===== src/rtl/shifted_window_hamming_distance_assert.svh =====
// ----------------------------------------------------------------------------
// Assertion macros for the shifted-window Hamming distance block
// Same-cycle and next-cycle implication checks, with reset disable.
// ----------------------------------------------------------------------------
`ifndef SHIFTED_WINDOW_HAMMING_DISTANCE_ASSERT_SVH
`define SHIFTED_WINDOW_HAMMING_DISTANCE_ASSERT_SVH

// Antecedent implies consequent in the same cycle
`define SWHD_ASSERT_IMPLIES(name, clk, rstn, ante, cons) \
  name: assert property (@(posedge clk) disable iff (!(rstn)) (ante) |-> (cons)) \
    else $error("swhd assertion failed");

// Antecedent implies consequent in the following cycle
`define SWHD_ASSERT_NEXT(name, clk, rstn, ante, cons) \
  name: assert property (@(posedge clk) disable iff (!(rstn)) (ante) |=> (cons)) \
    else $error("swhd assertion failed");

`endif


===== src/rtl/swhd_pkg.sv =====
// ----------------------------------------------------------------------------
// swhd_pkg
// Widths and constants shared by the shifted-window Hamming distance block.
// ----------------------------------------------------------------------------
`timescale 1ns / 1ps
`default_nettype none

package swhd_pkg;

  // Field widths
  localparam int unsigned WORD_W  = 64;
  localparam int unsigned SHIFT_W = 6;
  localparam int unsigned LEN_W   = 13;
  localparam int unsigned DIST_W  = 13;

  // Reset value of the pattern length register
  localparam logic [LEN_W-1:0] LEN_RESET = 13'd64;

  // Default pattern size limit and the largest value a distance can hold
  localparam int unsigned MAX_PATTERN_BITS_DEF = 4096;
  localparam int unsigned WIDTH_MAX            = 8191;

  typedef logic [WORD_W-1:0]  word_t;
  typedef logic [SHIFT_W-1:0] shift_t;
  typedef logic [LEN_W-1:0]   len_t;
  typedef logic [DIST_W-1:0]  dist_t;

endpackage

`default_nettype wire


===== src/rtl/swhd_if.sv =====
// ----------------------------------------------------------------------------
// swhd channel interfaces
// Valid/ready channels for input words, results and the length register.
// ----------------------------------------------------------------------------
`timescale 1ns / 1ps
`default_nettype none

// Input word channel
interface swhd_in_if;
  logic                  valid;
  logic                  ready;
  swhd_pkg::word_t       pattern_word;
  swhd_pkg::word_t       ref_word;
  swhd_pkg::word_t       ref_next_word;
  swhd_pkg::shift_t      shift_amount;
  logic                  beyond_end;
  logic                  tail_word;

  modport source (output valid, pattern_word, ref_word, ref_next_word, shift_amount,
                  beyond_end, tail_word, input ready);
  modport sink   (input valid, pattern_word, ref_word, ref_next_word, shift_amount,
                  beyond_end, tail_word, output ready);
endinterface

// Result channel
interface swhd_out_if;
  logic                  valid;
  logic                  ready;
  swhd_pkg::dist_t       distance;

  modport source (output valid, distance, input ready);
  modport sink   (input valid, distance, output ready);
endinterface

// Pattern length write channel
interface swhd_cfg_if;
  logic                  valid;
  logic                  ready;
  swhd_pkg::len_t        data;

  modport source (output valid, data, input ready);
  modport sink   (input valid, data, output ready);
endinterface

`default_nettype wire


===== src/rtl/shifted_window_hamming_distance.sv =====
// ----------------------------------------------------------------------------
// shifted_window_hamming_distance
// Hamming distance between a pattern and a bit-shifted reference window.
// ----------------------------------------------------------------------------
// Takes one request per clock: each carries a 64-bit pattern word, the two
// reference words under it and the window's bit offset. Requests land in an
// input register; the funnel shift, XOR, 64-bit popcount and saturating
// accumulate then run combinationally into the running total, and a last-word
// request loads the result register. A result passes the input register and
// then the result register once its last word is taken. Throughput is one
// word per cycle, set by the popcount-plus-accumulate path; it drops only
// while a finished result waits on the output and the next last word is
// queued behind it. The user must write pattern_length through the cfg
// channel while no comparison is in flight; the block does not enforce it.
// ----------------------------------------------------------------------------
`timescale 1ns / 1ps
`default_nettype none
`include "shifted_window_hamming_distance_assert.svh"

module shifted_window_hamming_distance #(
  parameter int unsigned MAX_PATTERN_BITS = swhd_pkg::MAX_PATTERN_BITS_DEF
) (
  input  logic            clk,
  input  logic            rst_n,
  swhd_in_if.sink         in_if,
  swhd_out_if.source      out_if,
  swhd_cfg_if.sink        cfg_if
);

  localparam int unsigned W      = swhd_pkg::WORD_W;
  localparam int unsigned SW     = swhd_pkg::SHIFT_W;
  localparam int unsigned DW     = swhd_pkg::DIST_W;
  localparam int unsigned CW     = $clog2(W + 1);
  localparam int unsigned CAP    = (MAX_PATTERN_BITS < swhd_pkg::WIDTH_MAX) ?
                                   MAX_PATTERN_BITS : swhd_pkg::WIDTH_MAX;
  localparam logic [DW:0] CAP_V  = (DW + 1)'(CAP);

  // Input stage
  logic                  s1_valid_r, s1_valid_nxt;
  swhd_pkg::word_t       s1_pat_r, s1_cur_r, s1_nxt_r;
  swhd_pkg::shift_t      s1_shift_r;
  logic                  s1_beyond_r, s1_last_r;

  // State
  swhd_pkg::len_t        pat_len_r, pat_len_nxt;
  swhd_pkg::dist_t       run_dist_r, run_dist_nxt;
  logic                  out_valid_r, out_valid_nxt;
  swhd_pkg::dist_t       out_dist_r;

  // Datapath
  logic [2*W-1:0]        funnel;
  swhd_pkg::word_t       aligned, lo_mask, diff;
  logic [SW-1:0]         rem;
  logic [CW-1:0]         ones;
  logic [DW:0]           sum;
  swhd_pkg::dist_t       sat_sum, result;
  logic                  out_free, s1_adv, in_take;

  // Align, compare, trim the last word
  always_comb begin
    funnel  = {s1_nxt_r, s1_cur_r} >> s1_shift_r;
    aligned = funnel[W-1:0];
    rem     = pat_len_r[SW-1:0];
    lo_mask = (rem == '0) ? '1 : ((W'(1) << rem) - W'(1));
    diff    = s1_pat_r ^ aligned;
    if (s1_last_r) begin
      diff = diff & lo_mask;
    end
  end

  swhd_popcnt #(.W(W)) u_popcnt (
    .bits_i  (diff),
    .count_o (ones)
  );

  // Saturating accumulate and result select
  always_comb begin
    sum     = {1'b0, run_dist_r} + (DW + 1)'(ones);
    sat_sum = (sum > CAP_V) ? CAP_V[DW-1:0] : sum[DW-1:0];
    result  = s1_beyond_r ? pat_len_r : sat_sum;
  end

  // Handshake
  assign out_free     = !out_valid_r || out_if.ready;
  assign s1_adv       = s1_valid_r && (!s1_last_r || out_free);
  assign in_if.ready  = !s1_valid_r || s1_adv;
  assign in_take      = in_if.valid && in_if.ready;
  assign cfg_if.ready = 1'b1;
  assign out_if.valid    = out_valid_r;
  assign out_if.distance = out_dist_r;

  // Next state
  always_comb begin
    s1_valid_nxt  = s1_valid_r;
    run_dist_nxt  = run_dist_r;
    out_valid_nxt = out_valid_r;
    pat_len_nxt   = pat_len_r;
    if (s1_adv) begin
      s1_valid_nxt = 1'b0;
      run_dist_nxt = s1_last_r ? '0 : sat_sum;
    end
    if (in_take) begin
      s1_valid_nxt = 1'b1;
    end
    if (out_if.ready) begin
      out_valid_nxt = 1'b0;
    end
    if (s1_adv && s1_last_r) begin
      out_valid_nxt = 1'b1;
    end
    if (cfg_if.valid) begin
      pat_len_nxt = cfg_if.data;
    end
  end

  // Control registers
  always_ff @(posedge clk) begin
    if (!rst_n) begin
      s1_valid_r  <= 1'b0;
      run_dist_r  <= '0;
      out_valid_r <= 1'b0;
      pat_len_r   <= swhd_pkg::LEN_RESET;
    end else begin
      s1_valid_r  <= s1_valid_nxt;
      run_dist_r  <= run_dist_nxt;
      out_valid_r <= out_valid_nxt;
      pat_len_r   <= pat_len_nxt;
    end
  end

  // Payload registers
  always_ff @(posedge clk) begin
    if (in_take) begin
      s1_pat_r    <= in_if.pattern_word;
      s1_cur_r    <= in_if.ref_word;
      s1_nxt_r    <= in_if.ref_next_word;
      s1_shift_r  <= in_if.shift_amount;
      s1_beyond_r <= in_if.beyond_end;
      s1_last_r   <= in_if.tail_word;
    end
    if (s1_adv && s1_last_r) begin
      out_dist_r <= result;
    end
  end

  // Checks
  `SWHD_ASSERT_NEXT(a_total_clears, clk, rst_n, s1_adv && s1_last_r, run_dist_r == '0)
  `SWHD_ASSERT_NEXT(a_result_loads, clk, rst_n, s1_adv && s1_last_r, out_valid_r)
  `SWHD_ASSERT_IMPLIES(a_total_capped, clk, rst_n, 1'b1, run_dist_r <= CAP_V[DW-1:0])
  `SWHD_ASSERT_IMPLIES(a_stall_holds, clk, rst_n, s1_valid_r && s1_last_r && !out_free, !in_if.ready)

endmodule

`default_nettype wire


===== src/rtl/swhd_popcnt.sv =====
// ----------------------------------------------------------------------------
// swhd_popcnt
// Adder-tree population count of one word.
// ----------------------------------------------------------------------------
`timescale 1ns / 1ps
`default_nettype none

module swhd_popcnt #(
  parameter int unsigned W = swhd_pkg::WORD_W,
  localparam int unsigned CW = $clog2(W + 1),
  localparam int unsigned LV = $clog2(W),
  localparam int unsigned NP = 1 << LV
) (
  input  logic [W-1:0]  bits_i,
  output logic [CW-1:0] count_o
);

  logic [CW-1:0] node [0:LV][0:NP-1];

  // Pairwise sums, one tree level at a time
  always_comb begin
    for (int l = 0; l <= LV; l++) begin
      for (int i = 0; i < NP; i++) begin
        node[l][i] = '0;
      end
    end
    for (int i = 0; i < W; i++) begin
      node[0][i] = CW'(bits_i[i]);
    end
    for (int l = 1; l <= LV; l++) begin
      for (int i = 0; i < (NP >> l); i++) begin
        node[l][i] = node[l-1][2*i] + node[l-1][2*i+1];
      end
    end
    count_o = node[LV][0];
  end

endmodule

`default_nettype wire


===== src/flat_wrapper.sv =====
// flat-port wrapper written by rule: the top's interface ports become plain ports
module shifted_window_hamming_distance_flat 
#(
  parameter int unsigned MAX_PATTERN_BITS = swhd_pkg::MAX_PATTERN_BITS_DEF
)
  (clk, rst_n, in_if_valid, in_if_pattern_word, in_if_ref_word, in_if_ref_next_word, in_if_shift_amount, in_if_beyond_end, in_if_tail_word, in_if_ready, out_if_valid, out_if_distance, out_if_ready, cfg_if_valid, cfg_if_data, cfg_if_ready);
  swhd_in_if in_if_i ();
  swhd_out_if out_if_i ();
  swhd_cfg_if cfg_if_i ();
  input  logic clk;
  input  logic rst_n;
  input wire logic [$bits(in_if_i.valid)-1:0] in_if_valid;
  input wire logic [$bits(in_if_i.pattern_word)-1:0] in_if_pattern_word;
  input wire logic [$bits(in_if_i.ref_word)-1:0] in_if_ref_word;
  input wire logic [$bits(in_if_i.ref_next_word)-1:0] in_if_ref_next_word;
  input wire logic [$bits(in_if_i.shift_amount)-1:0] in_if_shift_amount;
  input wire logic [$bits(in_if_i.beyond_end)-1:0] in_if_beyond_end;
  input wire logic [$bits(in_if_i.tail_word)-1:0] in_if_tail_word;
  output wire logic [$bits(in_if_i.ready)-1:0] in_if_ready;
  output wire logic [$bits(out_if_i.valid)-1:0] out_if_valid;
  output wire logic [$bits(out_if_i.distance)-1:0] out_if_distance;
  input wire logic [$bits(out_if_i.ready)-1:0] out_if_ready;
  input wire logic [$bits(cfg_if_i.valid)-1:0] cfg_if_valid;
  input wire logic [$bits(cfg_if_i.data)-1:0] cfg_if_data;
  output wire logic [$bits(cfg_if_i.ready)-1:0] cfg_if_ready;
  assign in_if_i.valid = in_if_valid;
  assign in_if_i.pattern_word = in_if_pattern_word;
  assign in_if_i.ref_word = in_if_ref_word;
  assign in_if_i.ref_next_word = in_if_ref_next_word;
  assign in_if_i.shift_amount = in_if_shift_amount;
  assign in_if_i.beyond_end = in_if_beyond_end;
  assign in_if_i.tail_word = in_if_tail_word;
  assign in_if_ready = in_if_i.ready;
  assign out_if_valid = out_if_i.valid;
  assign out_if_distance = out_if_i.distance;
  assign out_if_i.ready = out_if_ready;
  assign cfg_if_i.valid = cfg_if_valid;
  assign cfg_if_i.data = cfg_if_data;
  assign cfg_if_ready = cfg_if_i.ready;
  shifted_window_hamming_distance #(.MAX_PATTERN_BITS(MAX_PATTERN_BITS)) u_core (.clk(clk), .rst_n(rst_n), .in_if(in_if_i), .out_if(out_if_i), .cfg_if(cfg_if_i));
endmodule

===== config.mk =====
export PLATFORM = sky130hd
export DESIGN_NAME = shifted_window_hamming_distance_flat
export DESIGN_NICKNAME = d
export VERILOG_FILES = /design/src/rtl/swhd_pkg.sv /design/src/rtl/swhd_if.sv /design/src/rtl/shifted_window_hamming_distance.sv /design/src/rtl/swhd_popcnt.sv /design/src/flat_wrapper.sv
export VERILOG_INCLUDE_DIRS = /design/src /design/src/rtl
export SDC_FILE = /design/constraint.sdc
export NUM_CORES = 1
export LEC_CHECK = 0
export BUFFER_PORTS_ARGS = -buffer_cell sky130_fd_sc_hd__buf_4
export CORE_UTILIZATION = 24
export DETAILED_ROUTE_END_ITERATION = 10
export SETUP_SLACK_MARGIN = 0.2
export SYNTH_ARGS = -nofsm -noshare
export SYNTH_HDL_FRONTEND = slang
export SYNTH_SLANG_ARGS = --single-unit

===== constraint.sdc =====
create_clock -name clk -period 14.9 [get_ports clk]
set_input_delay 2.235 -clock clk [delete_from_list [all_inputs] [get_ports clk]]
set_output_delay 2.235 -clock clk [all_outputs]
set_load 0.02 [all_outputs]

==> results of run 1 <==
-- layout make-up --
class | instances | area (µm²)
clock buffers | 35 | 800
flip-flops and latches | 240 | 6930
multi-input cells | 1208 | 11500
clock inverters | 15 | 154
inverters | 54 | 206
repair buffers | 251 | 1910
well taps | 1050 | 1310
fillers | 8184 | 56400
-- metrics by stage --
step	setup slack, ns	util, %	hold slack (ns)
CTS	2.49	28.8	0.491
detailed placement	2.53	27.6	0.475
finish	2.37	28.8	0.493
floorplan	1.84	-	0.441
global placement	2.66	27.6	0.459
global route	1.79	28.8	0.519
-- cells in the final DEF, fill, tap and decap left out, types with 12 or more instances in the layout --
master / netlist / routed
a21oi_1: 80 / 80
a31oi_1: 14 / 13
buf_4: 5 / 249
clkbuf_16: 0 / 30
dfxtp_1: 28 / 28
edfxtp_1: 212 / 212
fa_1: 55 / 55
ha_1: 25 / 25
inv_1: 51 / 51
mux2_2: 128 / 128
mux2i_1: 83 / 83
mux4_2: 153 / 153
nand2_1: 139 / 139
nand2b_1: 12 / 12
nand3_1: 17 / 17
nor2_1: 124 / 124
nor2b_1: 27 / 27
nor3_1: 28 / 28
o21ai_0: 57 / 57
o21ai_1: 23 / 23
o22ai_1: 22 / 22
o31ai_1: 13 / 13
o32ai_1: 14 / 14
xnor2_1: 57 / 57
xor2_1: 32 / 32
-- cells by family (layout without fill, tap and decap cells) --
| family | Yosys count | count (layout) | share of synthesized area [%] |
|---|---|---|---|
| compound gates | 289 | 289 | 9.39 |
| xor+xnor | 89 | 89 | 4.06 |
| fa+ha+maj | 80 | 80 | 7.36 |
| buf+inv | 179 | 355 | 4.33 |
| flops | 240 | 240 | 36.1 |
| mux | 364 | 364 | 29.8 |
| other cells | 1 | 1 | 0.0195 |
| simple gates | 385 | 385 | 9.00 |
-- worst max path at each step --
stage                                      endpoint                start
final                     u_core.out_if.distance[4]  u_core.pat_len_r[1]
after global routing      u_core.out_if.distance[4]  u_core.pat_len_r[1]
after CTS                 u_core.out_if.distance[4]  u_core.pat_len_r[1]
after detailed placement  u_core.out_if.distance[2]  u_core.pat_len_r[1]
after global placement    u_core.out_if.distance[3]  u_core.pat_len_r[1]
after floorplan                  u_core.s1_beyond_r         out_if_ready
-- layer usage --
metal  share of wire, %  vias up
li1                   -     6508
met3                6.4       84
met1                 45     7293
met5                  0        -
met2                 46      702
met4                2.7        0
-- worst register-to-register path: cells and delay by family (launching register included) --
| kind | cells | cell delay (ns) |
|---|---|---|
| buffers and inverters | 4 | 0.24 |
| flip-flops | 1 | 0.90 |
| AND/OR/NAND/NOR | 7 | 1.98 |
| adder cells (fa/ha/maj) | 12 | 5.82 |
| AO/OA/AOI/OAI | 8 | 3.41 |
-- state kept, by name, indices dropped and copies added (netlist names) --
signal / cells
u_core.s1_last_r: 1
u_core.s1_cur_r: 64
u_core.pat_len_r: 13
u_core.run_dist_r: 13
u_core.s1_pat_r: 64
u_core.out_if.valid: 1
u_core.out_if.distance: 13
u_core.s1_nxt_r: 63
u_core.s1_beyond_r: 1
u_core.s1_valid_r: 1
u_core.s1_shift_r: 6
==> run_results.csv, run 1 <==
group,metric,value,unit
logic_synthesis,ys_seq_area_share,36.1,%
logic_synthesis,synthTopCellsByCount,"edfxtp_1, mux4_2, nand2_1",
setup_path,slowest_stage,"dfxtp_1",
global_route,grt_pass1_vias,14349,
logic_synthesis,synth-edff-count,212,
floorplanning,fp.dieArea,81200,µm²
finish,syn2layout_area_growth,18.6,%
setup_path,crit_arrival,12.92,ns
global_route,grt_use_met2,25.9,%
global_route,grtUsageMet1,23.2,%
placed_design,placed_cells,2803,
detailed_routing,drt_iter0_markers,1548,
setup_path,cp_common_cell,"fa_1",
finish,final_area,22800,µm²
global_route,grt.busiest_layer,"met2",
timing,hold_viol,0,
setup_path,cp.required,15.29,ns
setup_path,reg2reg_to,"u_core.out_if.distance[4]",
logic_synthesis,synth_top_cell_area_share,33.1,%
floorplanning,fp.dieH,285,µm
clocking,clk_pin_slew_worst_paths,0.06,ns
floorplanning,design.core.area,79100,µm²
placed_design,placed_cell_area,21800,µm²
logic_synthesis,netlist_top_cells_area,"edfxtp_1, mux4_2, mux2_2",
timing,period_needed,12.53,ns
global_route,grtUsageMet3,1.75,%
timing,tns,0,ns
logic_synthesis,asyncSetResetFlopFracSynth,0,%
global_route,antenna_found_initial,0,
detailed_routing,via_count,14587,
finish,drive_gt1_share,32.8,%
detailed_routing,drc,0,
setup_path,worstPathMaxFanout,21,
min_path,min_from,"u_core.pat_len_r[6]",
min_path,hp-class,"flop to flop",
detailed_routing,vias_per_cell,5.11,
finish,finalNetCount,2080,
clocking,htreeDepth,1,
global_route,grt_max_degree,125,
setup_path,critPathLaunchType,"flop",
clocking,cts_setup_buffers,0,
logic_synthesis,synth_area_leader_cell,"edfxtp_1",
floorplanning,die_x,285,µm
finish,final_cells,2853,
setup_path,end_kind,"flop",
detailed_routing,dr.pass1.iters,7,
floorplanning,rows,103,
timing,clock_skew,0.0284,ns
logic_synthesis,ys.flop_type,"edfxtp_1",
status,outcome,"finished, final reports clean",
setup_path,rr_startpoint,"u_core.pat_len_r[1]",
floorplanning,start_util,24.3,%
timing,slew_headroom,26.8,%
logic_synthesis,synth_cells,1627,
placed_design,gp_congestion,0.942,
flow_run,cap_violations,0,
clocking,cts_hold_buffers,0,
logic_synthesis,synth-seq-cells,240,
timing,fmax,79.8,MHz
logic_synthesis,synth_cell_types,67,
logic_synthesis,synth_warnings,0,
global_route,grt.overflow.total,0,
setup_path,cpLargestDelayFamily,"adder cells",
timing,finalMaxSlewViolations,0,
setup_path,criticalPathCategory,"flop to flop",
setup_path,slowest_delay,0.90,ns
placed_design,dp_hpwl,53.1,mm
global_route,grt_usage,16.2,%
logic_synthesis,syn_avg_cell_area,11.8,µm²
setup_path,path_depth,31,
timing,worstMarginPinSlew,1.08,ns
finish,antennaDiodeCount,0,
clocking,clockBufferDepth,3,
global_route,grt_pass1_wl,98.0,mm
clocking,cts_tree,"yes",
setup_path,cp.buffers_inverters,4,
setup_path,r2r_slack,2.37,ns
clocking,cts_resized,0,
clocking,cts_buffers,27,
clocking,clk_latency,0.60,ns
clocking,cts.sinks,240,
placed_design,port_buffers,231,
detailed_routing,drt_wl_total,67.6,mm
detailed_routing,antenna_left,0,
logic_synthesis,synth_nets,1925,
detailed_routing,wire_per_inst,23.7,µm
floorplanning,io-pin-count,234,
min_path,min_to,"u_core.pat_len_r[6]",
logic_synthesis,yosysMostFrequentCell,"edfxtp_1",
timing,finalCritPeriodShare,84.1,%
min_path,hold_path_depth,2,
clocking,clockRootBuffer,"clkbuf_16",
logic_synthesis,syn_area,19200,µm²
setup_path,r2r_cells,31,
timing,rsz0062_at_grt,"false",
timing,setup_violations,0,
Power of run 1 is left out: the tool's default activity adds up to more than one toggle a clock period on the data nets, which glitch-free logic cannot reach.
==> run 2: changes to the inputs <==
ABC_AREA = 1   (was unset)
clock period = 12.1 ns   (was 14.9 ns; I/O delays follow)
==> run 2 against run 1 <==
  * Clock skew increased by 0.0046 ns
  * Critical endpoint is now u_core.out_if.distance[3]
  * Area after synthesis up 8.8%
  * Register-to-register slack worse by 1.2 ns
  * Largest cell class unchanged
  * Count of clock-buffer cells in the layout shrank 5
  * Hold slack lost 0.027 ns
==> run_results.csv, run 2 <==
group,metric,value,unit
status,outcome,"finished, final reports clean",
timing,setup_violations,0,
floorplanning,io-pin-count,234,
floorplanning,die_x,297,µm
timing,rsz0062_at_grt,"false",
clocking,htreeDepth,1,
global_route,antenna_found_initial,1,
detailed_routing,antenna_left,0,
floorplanning,fp.dieH,297,µm
finish,drive_gt1_share,13.5,%
finish,final_cell_mix,"nand3_1, nand2_1, buf_4",
detailed_routing,drt_iter0_markers,2559,
setup_path,r2r_cells,43,
clocking,cts_buffers,28,
timing,tns,0,ns
placed_design,port_buffers,231,
setup_path,cp_common_cell,"fa_1",
logic_synthesis,synth_top_cell_area_share,30.5,%
finish,finalNetCount,3469,
detailed_routing,vias_per_cell,5.06,
clocking,cts_setup_buffers,0,
finish,syn2layout_area_growth,17.6,%
detailed_routing,dr.pass1.iters,8,
flow_run,cap_violations,0,
timing,clock_skew,0.0330,ns
min_path,min_from,"u_core.pat_len_r[6]",
timing,period_needed,10.96,ns
timing,slew_headroom,35.9,%
logic_synthesis,yosysMostFrequentCell,"nand3_1",
setup_path,criticalPathCategory,"flop to flop",
clocking,cts.sinks,240,
logic_synthesis,synth_area_leader_cell,"edfxtp_1",
logic_synthesis,synth_nets,3354,
setup_path,end_kind,"flop",
placed_design,placed_cell_area,23600,µm²
global_route,grt.overflow.total,0,
clocking,clockBufferDepth,3,
detailed_routing,wire_per_inst,19.8,µm
logic_synthesis,asyncSetResetFlopFracSynth,0,%
logic_synthesis,syn_avg_cell_area,6.84,µm²
timing,finalMaxSlewViolations,0,
min_path,min_to,"u_core.pat_len_r[6]",
floorplanning,rows,107,
global_route,grt_pass1_wl,127,mm
logic_synthesis,synth-edff-count,212,
logic_synthesis,syn_area,20900,µm²
setup_path,rr_startpoint,"u_core.pat_len_r[2]",
logic_synthesis,synthTopCellsByCount,"nand3_1, nand2_1, edfxtp_1",
timing,fmax,91.3,MHz
logic_synthesis,ys.flop_type,"edfxtp_1",
setup_path,reg2reg_to,"u_core.out_if.distance[3]",
setup_path,r2r_slack,1.14,ns
detailed_routing,drt_wl_total,85.7,mm
floorplanning,design.core.area,85700,µm²
clocking,clk_pin_slew_worst_paths,0.07,ns
global_route,grt_usage,18.8,%
finish,top_regs,"u_core.s1_cur_r (64), u_core.s1_pat_r (64), u_core.s1_nxt_r (63)",
setup_path,worstPathMaxFanout,24,
setup_path,critPathLaunchType,"flop",
setup_path,slowest_delay,0.72,ns
logic_synthesis,synth-seq-cells,240,
logic_synthesis,synth_cell_types,43,
timing,finalCritPeriodShare,90.6,%
setup_path,cp.required,12.40,ns
logic_synthesis,synth_warnings,0,
timing,worstMarginPinSlew,0.962,ns
floorplanning,fp.dieArea,88200,µm²
placed_design,dp_hpwl,67.6,mm
clocking,clk_latency,0.62,ns
clocking,cts_tree,"yes",
min_path,hp-class,"flop to flop",
detailed_routing,via_count,21946,
finish,layout_commonest_cell,"nand3_1",
global_route,grt_pass1_vias,20318,
logic_synthesis,netlist_top_cells_area,"edfxtp_1, nand3_1, nand2_1",
finish,antennaDiodeCount,0,
logic_synthesis,synth_cells,3056,
setup_path,slowest_stage,"dfxtp_1",
global_route,grt_max_degree,139,
min_path,hold_path_depth,2,
placed_design,gp_congestion,0.985,
logic_synthesis,ys_seq_area_share,33.2,%
timing,hold_viol,0,
setup_path,crit_arrival,11.26,ns
floorplanning,start_util,24.4,%
detailed_routing,drc,0,
clocking,clockRootBuffer,"clkbuf_16",
finish,final_area,24600,µm²
## run 2: cell count changes in the layout (fill, tap and decap cells not counted), sizes merged, moves of 82 or more
cell   before  now
mux2i      83    1
mux2      128    0
nand3      17  865
inv        54  221
nand2     139  813
mux4      153    0
## run 2: worst max-delay path: cells and delay by family, from the launching register on
kind / cells / cell delay, ns
simple gates: 19 / 2.86
fa+ha+maj: 12 / 5.45
compound gates: 4 / 0.90
buf+inv: 7 / 0.45
xor+xnor: 1 / 0.27
flops: 1 / 0.72
## run 2: stage by stage
stage | utilization (%) | hold WS (ns) | cells | setup slack (ns)
after detailed placement | 27.6 | 0.455 | 4285 | 0.970
after CTS | 28.7 | 0.469 | 4336 | 0.937
after global placement | 27.6 | 0.441 | 4285 | 1.07
after global routing | 28.7 | 0.485 | 4336 | 0.462
final | 28.7 | 0.465 | 4336 | 1.14
after floorplan | - | 0.429 | 3056 | 2.82
## run 2: final cells by class
class | instances | area [µm²]
Timing Repair Buffer | 264 | 2080
Clock buffer | 30 | 708
Clock inverter | 21 | 221
Sequential cell | 240 | 6930
Inverter | 222 | 843
Tap cell | 1144 | 1430
Multi-Input combinational cell | 2415 | 12400
Fill cell | 9469 | 61100
## run 2: kinds of logic after synthesis
kind of cell    Yosys count  share of synthesized area (%)
simple gates           2077                           45.6
buf+inv                 401                           7.67
compound gates          248                           6.40
flops                   240                           33.2
fa+ha+maj                80                           6.77
xor+xnor                  8                          0.335
other cells               1                         0.0180
mux                       1                         0.0479
## run 2: worst max path at each step
stage	start	to	slack (ns)	depth (start not counted)
after CTS	u_core.s1_shift_r[0]	u_core.out_if.distance[2]	0.94	42
final	u_core.pat_len_r[2]	u_core.out_if.distance[3]	1.14	43
after detailed placement	u_core.pat_len_r[2]	u_core.out_if.distance[2]	0.97	45
after global placement	u_core.pat_len_r[2]	u_core.out_if.distance[2]	1.07	45
after global routing	u_core.pat_len_r[2]	u_core.out_if.distance[0]	0.46	45
after floorplan	u_core.s1_shift_r[0]	u_core.out_if.distance[3]	2.82	43
## run 2: metal layers
metal	global-route usage [%]	vias up	wire, µm
met5	0	-	17
li1	-	10618	-
met2	30.8	880	39200
met3	2.58	103	6350
met4	4.85	2	2090
met1	26.0	10343	38100
## run 2: timing repair
action                     4_1_cts  5_1_grt
resized for setup                0        1
setup endpoints to repair        0        1
hold buffers                     0        0
Power of run 2 is left out for the same reason.
==> run 3: changes to the inputs <==
BUFFER_PORTS_ARGS = -buffer_cell sky130_fd_sc_hd__buf_2   (was -buffer_cell sky130_fd_sc_hd__buf_4)
MAX_ROUTING_LAYER = met4   (was unset)
==> run 3 against run 2 <==
  * Utilization down 0.69 points
  * Wire length up 0.48%
  * First-iteration DRC count up 2.6%
  * Sequential cell count unchanged
  * Register-to-register slack worse by 0.11 ns
  * Clock skew up 0.033 ns
  * Critical endpoint is now u_core.run_dist_r[1]
  * Worst setup slack worse by 0.11 ns
==> run_results.csv, run 3 (synthesis gave the netlist of run 2 again) <==
group,metric,value,unit
status,outcome,"finished, final reports clean",
timing,finalMaxSlewViolations,0,
setup_path,worstPathMaxFanout,43,
floorplanning,start_util,24.4,%
placed_design,gp_congestion,0.979,
placed_design,port_buffers,231,
detailed_routing,dr.pass1.iters,6,
timing,setup_violations,0,
finish,syn2layout_area_growth,14.8,%
global_route,antenna_found_initial,2,
finish,fillers,9570,
floorplanning,fp.dieArea,88200,µm²
timing,worstMarginPinSlew,0.979,ns
timing,slew_headroom,34.8,%
clocking,clk_pin_slew_worst_paths,0.06,ns
detailed_routing,vias_per_cell,5.07,
clocking,htreeDepth,1,
detailed_routing,wire_per_inst,19.8,µm
setup_path,crit_arrival,11.57,ns
setup_path,end_kind,"flop",
timing,clock_skew,0.0660,ns
floorplanning,io-pin-count,234,
detailed_routing,drt_iter0_markers,2625,
clocking,cts_setup_buffers,0,
clocking,cts_tree,"yes",
floorplanning,die_x,297,µm
finish,final_cell_mix,"nand3_1, nand2_1, buf_2",
detailed_routing,via_count,22021,
timing,rsz0062_at_grt,"false",
finish,finalNetCount,3475,
clocking,cts_buffers,28,
detailed_routing,drc,0,
timing,fmax,90.4,MHz
timing,finalCritPeriodShare,91.5,%
timing,hold_viol,0,
setup_path,criticalPathCategory,"flop to flop",
setup_path,critPathLaunchType,"flop",
clocking,clk_latency,0.64,ns
clocking,cts.sinks,240,
min_path,hp-class,"flop to flop",
finish,seq_area,6930,µm²
timing,tns,0,ns
global_route,grt_usage,19.5,%
clocking,cts_resized,0,
global_route,grt_pass1_wl,128,mm
global_route,grt_max_degree,125,
timing,period_needed,11.07,ns
setup_path,slowest_delay,0.58,ns
setup_path,slowest_stage,"edfxtp_1",
flow_run,cap_violations,0,
detailed_routing,drt_wl_total,86.1,mm
global_route,grt.overflow.total,0,
setup_path,cp.required,12.60,ns
clocking,cts_hold_buffers,0,
finish,layout_commonest_cell,"nand3_1",
finish,drive_gt1_share,13.5,%
finish,multi_input_area,12400,µm²
global_route,grt_pass1_vias,20549,
clocking,clockBufferDepth,3,
floorplanning,design.core.area,85700,µm²
floorplanning,fp.dieH,297,µm
floorplanning,rows,107,
detailed_routing,antenna_left,0,
finish,top_regs,"u_core.s1_cur_r (64), u_core.s1_pat_r (64), u_core.s1_nxt_r (63)",
clocking,clockRootBuffer,"clkbuf_16",
setup_path,cp_common_cell,"nand2_1",
placed_design,dp_hpwl,68.2,mm
run 3: layout make-up:
type / instances / area share [%]
antenna: 2 / 0.0209
clock inverter: 15 / 0.735
inverter: 222 / 3.53
multi-input combinational: 2415 / 51.5
sequential: 240 / 28.9
timing repair buffer: 270 / 6.30
tap: 1144 / 5.97
clock buffer: 33 / 3.04
run 3: stage by stage:
step                      hold WS, ns  worst slack (ns)  area [µm²]  util [%]  instances
after detailed placement        0.459              1.06       23100      26.9       4291
after global placement          0.443              1.18       23100      26.9       4291
after floorplan                 0.429              2.82       20900         -       3056
final                           0.469              1.03       24000      28.0       4341
after global routing            0.491             0.245       24000      28.0       4341
after CTS                       0.471             0.974       24000      28.0       4339
run 3: final timing paths:
check / startpoint / end / slack (ns) / cells past startpoint
hold reg to reg: u_core.pat_len_r[6] / u_core.pat_len_r[6] / 0.47 / 2
hold / removal: u_core.pat_len_r[6] / u_core.pat_len_r[6] / 0.47 / 2
setup / recovery: u_core.s1_shift_r[0] / u_core.run_dist_r[1] / 1.03 / 44
setup reg to reg: u_core.s1_shift_r[0] / u_core.run_dist_r[1] / 1.03 / 44
run 3: worst max-delay path, delay by kind of cell, from the launching register on:
kind,cells,cell delay (ns)
buf+inv,6,0.92
simple gates,21,2.51
fa+ha+maj,12,5.80
flops,1,0.58
compound gates,5,1.09
run 3: per-layer routing:
metal	global-route usage, %	vias to the layer above	share of wire (%)	wire (µm)
met2	30.8	868	45	39000
met4	5.49	0	2.9	2490
met1	26.4	10378	45	38900
li1	-	10654	-	-
met5	-	-	0	0
met3	1.98	121	6.7	5730
Power of run 3 is left out for the same reason.
